`config.mk`:
```
export PLATFORM = sky130hd
export DESIGN_NAME = fed_rem
export DESIGN_NICKNAME = d
export VERILOG_FILES = /design/src/rtl/core/fed_pkg.sv /design/src/rtl/core/fed_rem.sv
export SDC_FILE = /design/constraint.sdc
export NUM_CORES = 1
export LEC_CHECK = 0
export BUFFER_PORTS_ARGS = -buffer_cell sky130_fd_sc_hd__clkbuf_2
export CORE_MARGIN = 2
export CORE_UTILIZATION = 60
export DETAILED_ROUTE_END_ITERATION = 16
export PLACE_DENSITY_LB_ADDON = 0.05
export SLEW_MARGIN = 30
export SYNTH_ARGS = -nofsm -noshare
export SYNTH_HDL_FRONTEND = slang
export SYNTH_SLANG_ARGS = --single-unit
export TNS_END_PERCENT = 1
```
`constraint.sdc`:
```
create_clock -name clk -period 4 [get_ports clk]
set_clock_uncertainty 0.15 [all_clocks]
set_input_delay 0.4 -clock clk [delete_from_list [all_inputs] [get_ports clk]]
set_output_delay 0.4 -clock clk [all_outputs]
set_load 0.005 [all_outputs]
```
`src/rtl/core/fed_pkg.sv`:
```
// fed_pkg: shared types, widths and saturation helper for the feedback echo delay.
// No dependencies; used by every file in rtl/core.

package fed_pkg;

  localparam int SAMPLE_W = 16;
  localparam int CFG_W    = 15;
  localparam int PLAY_W   = 16;

  localparam logic [CFG_W-1:0] MAX_DELAY_RESET = 15'd16384;

  typedef struct packed {
    logic signed [SAMPLE_W-1:0] dry_sample;
    logic signed [SAMPLE_W-1:0] delay_control;
    logic signed [SAMPLE_W-1:0] feedback_control;
    logic signed [SAMPLE_W-1:0] blend_control;
    logic                       all_running;
  } in_item_t;

  typedef struct packed {
    logic signed [SAMPLE_W-1:0] output_sample;
    logic                       running;
  } out_item_t;

  function automatic logic signed [SAMPLE_W-1:0] sat16(input logic signed [19:0] v);
    logic signed [SAMPLE_W-1:0] res;
    if (v > 20'sd32767) begin
      res = 16'sh7fff;
    end else if (v < -20'sd32768) begin
      res = 16'sh8000;
    end else begin
      res = v[SAMPLE_W-1:0];
    end
    return res;
  endfunction

endpackage

```
`src/rtl/core/fed_rem.sv`:
```
// fed_rem: restoring remainder unit, one quotient bit per cycle.
// Reduces the play position by a new ring length. Uses fed_pkg.

module fed_rem (
  input  logic                       clk,
  input  logic                       rst_n,
  input  logic                       start,
  input  logic [fed_pkg::PLAY_W-1:0] dividend,
  input  logic [fed_pkg::PLAY_W-1:0] divisor,
  output logic                       busy,
  output logic                       done,
  output logic [fed_pkg::PLAY_W-1:0] rem
);

  localparam int CW = $clog2(fed_pkg::PLAY_W);
  localparam logic [CW-1:0] LAST = CW'(fed_pkg::PLAY_W - 1);

  logic [fed_pkg::PLAY_W-1:0] acc_r;
  logic [fed_pkg::PLAY_W-1:0] sh_r;
  logic [fed_pkg::PLAY_W-1:0] div_r;
  logic [CW-1:0]              cnt_r;
  logic                       busy_r;
  logic                       done_r;
  logic [fed_pkg::PLAY_W:0]   trial;
  logic [fed_pkg::PLAY_W-1:0] acc_nxt;

  always_comb begin
    trial = {acc_r, sh_r[fed_pkg::PLAY_W-1]};
    if (trial >= {1'b0, div_r}) begin
      acc_nxt = fed_pkg::PLAY_W'(trial - {1'b0, div_r});
    end else begin
      acc_nxt = trial[fed_pkg::PLAY_W-1:0];
    end
  end

  always_ff @(posedge clk) begin
    if (!rst_n) begin
      busy_r <= 1'b0;
      done_r <= 1'b0;
      cnt_r  <= '0;
    end else if (start) begin
      busy_r <= 1'b1;
      done_r <= 1'b0;
      cnt_r  <= '0;
    end else begin
      done_r <= 1'b0;
      if (busy_r) begin
        cnt_r <= cnt_r + 1'b1;
        if (cnt_r == LAST) begin
          busy_r <= 1'b0;
          done_r <= 1'b1;
        end
      end
    end
  end

  always_ff @(posedge clk) begin
    if (start) begin
      acc_r <= '0;
      sh_r  <= dividend;
      div_r <= divisor;
    end else if (busy_r) begin
      acc_r <= acc_nxt;
      sh_r  <= {sh_r[fed_pkg::PLAY_W-2:0], 1'b0};
    end
  end

  assign busy = busy_r | done_r;
  assign done = done_r;
  assign rem  = acc_r;

endmodule

```
==> results by group <==
Status
  • Status: finished clean

Setup path
  • Worst Path Required: 4090 ps
  • Critical Path AT: 2960 ps
  • Startpoint Class: flop
  • Critical path type: flop to flop
  • Critical Path Fanout Max: 16
  • Worst reg-to-reg setup slack: ~1100 ps
  • Worst setup EP type: flop

Placed design
  • Port Buffers: 52
  • Global placement routability congestion: 0.9583
  • DP Wirelength: 4.396 mm
  • Placed Instances: 404

Timing
  • # setup viols final: 0
  • Slew margin rel.: about three fifths
  • Peak Freq: 0.3486 GHz
  • Setup TNS: 0 ps
  • Min Tclk post-route: roughly 2900 ps
  • Worst-Margin Slew: 607.0 ps
  • Fin. max-slew vios: 0
  • Tcrit/Tclk final: 71.72%
  • Unrepaired setup endpoints after global routing: false
  • Final hold vios: 0

Synthesis
  • Syn Nets: 345
  • Number of flops mapped to enable cells by yosys: 32
  • Post-synth ARST share: 0%
  • Syn Area/Cell: between 10 and 15 µm²
  • Post-Syn Area: 3015 µm²
  • Ranking of synthesized cells by area: edfxtp_1, dfxtp_1, ha_1, mux2_2, a21oi_1
  • Largest area contributor in the netlist: edfxtp_1
  • Share of the synthesized area in the top cell type: between 30% and 40%
  • Post-synthesis sequential area ratio: roughly 46%
  • Most frequent cell after synthesis: edfxtp_1
  • Yosys reg bits: 54
  • Synth Warn #: 0
  • Synth unique cells: 45
  • Main synth FF type: edfxtp_1
  • Gate Count Post-Synth: 292
  • List of most frequent post-synthesis cells: edfxtp_1, inv_1, nand2_1

CTS
  • Post-CTS Hold Buffers: 0
  • CTS tree: done
  • CTS max path bufs: 2
  • Clock latency on the worst-skew pair: 310 ps
  • Total CTS buffers: 5
  • PostCTS Resize Cnt: 0
  • CTS Root Buffer Type: clkbuf_8
  • CTS sink cnt: 54
  • Clk slew on worst S/H paths: around 100 ps
  • H-tree levels: 2
  • # Post-CTS Setup Buffers: 0

Finish
  • Finished Layout Cells: between 400 and 500
  • Multi-input combinational cell area: 1469 µm²
  • Fill cells: 386
  • Reg area: 1401 µm²
  • P&R area growth vs syn: 13.15%
  • Diode count: 0
  • Share of cells above drive strength 1: 24.35%
  • Layout net count: 397

Global routing
  • Initial antenna violation count: 0
  • Global-route wire length before repair: 9.708 mm
  • Tot GR Track Use: about 23%
  • Largest net degree at the start of global routing: just over 40
  • Vias in the first global route: 2,150
  • Overflow left after global routing: 0

Floorplanning
  • Die Ht: 74.89 µm
  • Core Area: 4786 µm²
  • Site Rows: 25
  • DIE WIDTH: 74.89 µm
  • Ports: 53
  • Initial Util: 63.01%
  • Full die area: 5609 µm²

Route
  • WL/cell: about 14 µm
  • TritonRoute pass-1 iters: 4
  • DRC errors left: 0
  • Via density: 5.570
  • Routed WL: 5.836 mm
  • DRT iter0 DRCs: 90
  • Vias: between 2,000 and 2,500
  • Antenna viol nets, final: 0

Job
  • Max-capacitance violation count: 0

Power
  • Worst IR Drop VDD: 288.5 µV
  • Static Leak: 1.405 nW
  • Power Density: 359.6 nW/µm²

Worst hold path
  • Path type of the worst min-delay path: input port to flop
## layout make-up
type | instances | share of cell area [%]
Clock inverter | 3 | 0.5867
Inverter | 25 | 2.750
Sequential cell | 54 | 41.07
Multi-Input combinational cell | 204 | 43.05
Timing Repair Buffer | 54 | 8.067
Clock buffer | 5 | 2.017
Tap cell | 67 | 2.457
## kinds of logic (layout without fill, tap and decap cells)
family                     after synthesis  in the layout  share of synthesized area, %
muxes                                   26             26                         9.419
and+or+nand+nor                         73             73                         11.16
adders and majority gates               18             18                         7.718
AOI/OAI and AO/OA                       71             71                         15.77
buffers and inverters                   34             87                         4.813
DFF                                     54             54                         46.47
xor gates and xnor gates                16             16                         4.647
## critical path, cell delays in order (launching register included)
cell and delay (ps):
dfxtp_1 350, ha_1 390, a21o_1 190, a211o_1 310, a211o_1 260, a311oi_4 370
nor2_4 200, mux2_4 340, a211oi_2 210
## final timing paths
| kind | startpoint | to | depth (start not counted) |
|---|---|---|---|
| max reg2reg | rem[13] | rem[0] | 8 |
| min reg2reg | cnt_r[3] | done | 2 |
| min | divisor[0] | div_r[0] | 1 |
| max | rem[13] | rem[0] | 8 |
## registers in the layout, indices dropped and copies added (netlist names)
signal and cells:
sh_r 16, done 1, div_r 16, busy_r 1, cnt_r 4, rem 16
## power by group
group	total, mW	internal [mW]	leakage, nW	switching, mW
sequential	0.655	0.634	0.498	0.0205
combinational	0.265	0.118	0.865	0.147
clock	0.308	0.124	0.0422	0.184
total	1.23	0.875	1.41	0.352
## per-layer routing
metal | part of all wire [%] | track usage, % | wire (µm)
met1 | 48 | 32.27 | 2829
met2 | 45 | 34.99 | 2627
met5 | 0 | 0 | 0
met4 | 1.3 | 6.746 | 75
met3 | 5.2 | 5.890 | 304
## cells in the final DEF (no fill, tap or decap), drive strengths merged
master / Yosys / layout
clkbuf: 5 / 57
edfxtp: 32 / 32
inv: 25 / 26
nand2: 25 / 25
nor2: 25 / 25
dfxtp: 22 / 22
a21oi: 20 / 20
ha: 17 / 17
o21ai: 17 / 17
mux2: 16 / 16
xnor2: 11 / 11
mux2i: 10 / 10
o211ai: 6 / 6
a211oi: 6 / 6
xor2: 5 / 5
a311oi: 5 / 5
nor3: 4 / 4
a21o: 4 / 4
nand4: 4 / 4
or3: 4 / 4
a31oi: 3 / 3
o21bai: 3 / 3
nand2b: 2 / 2
nand3: 2 / 2
nor2b: 2 / 2
a211o: 2 / 2
and2: 2 / 2
o21a: 2 / 2
buf: 4 / 2
or2: 1 / 1
nand3b: 1 / 1
nor4: 1 / 1
o2111ai: 1 / 1
o31ai: 1 / 1
o31a: 1 / 1
fa: 1 / 1
clkinv: 0 / 1
clkinvlp: 0 / 1
## stage by stage
stage	setup WS, ps	total power, mW	instance area (µm²)	hold WS (ps)	utilization, %
6_report	1131	1.227	3412	105.8	71.29
3_3_place_gp	1277	0.9229	3323	306.7	69.44
2_1_floorplan	1445	0.8598	3015	289.2	-
5_1_grt	997.2	1.289	3412	95.68	71.29
4_1_cts	1142	1.234	3412	96.48	71.29
3_5_place_dp	1168	0.9302	3323	316.4	69.44
Note: power is estimated with default switching activity, not from simulation.
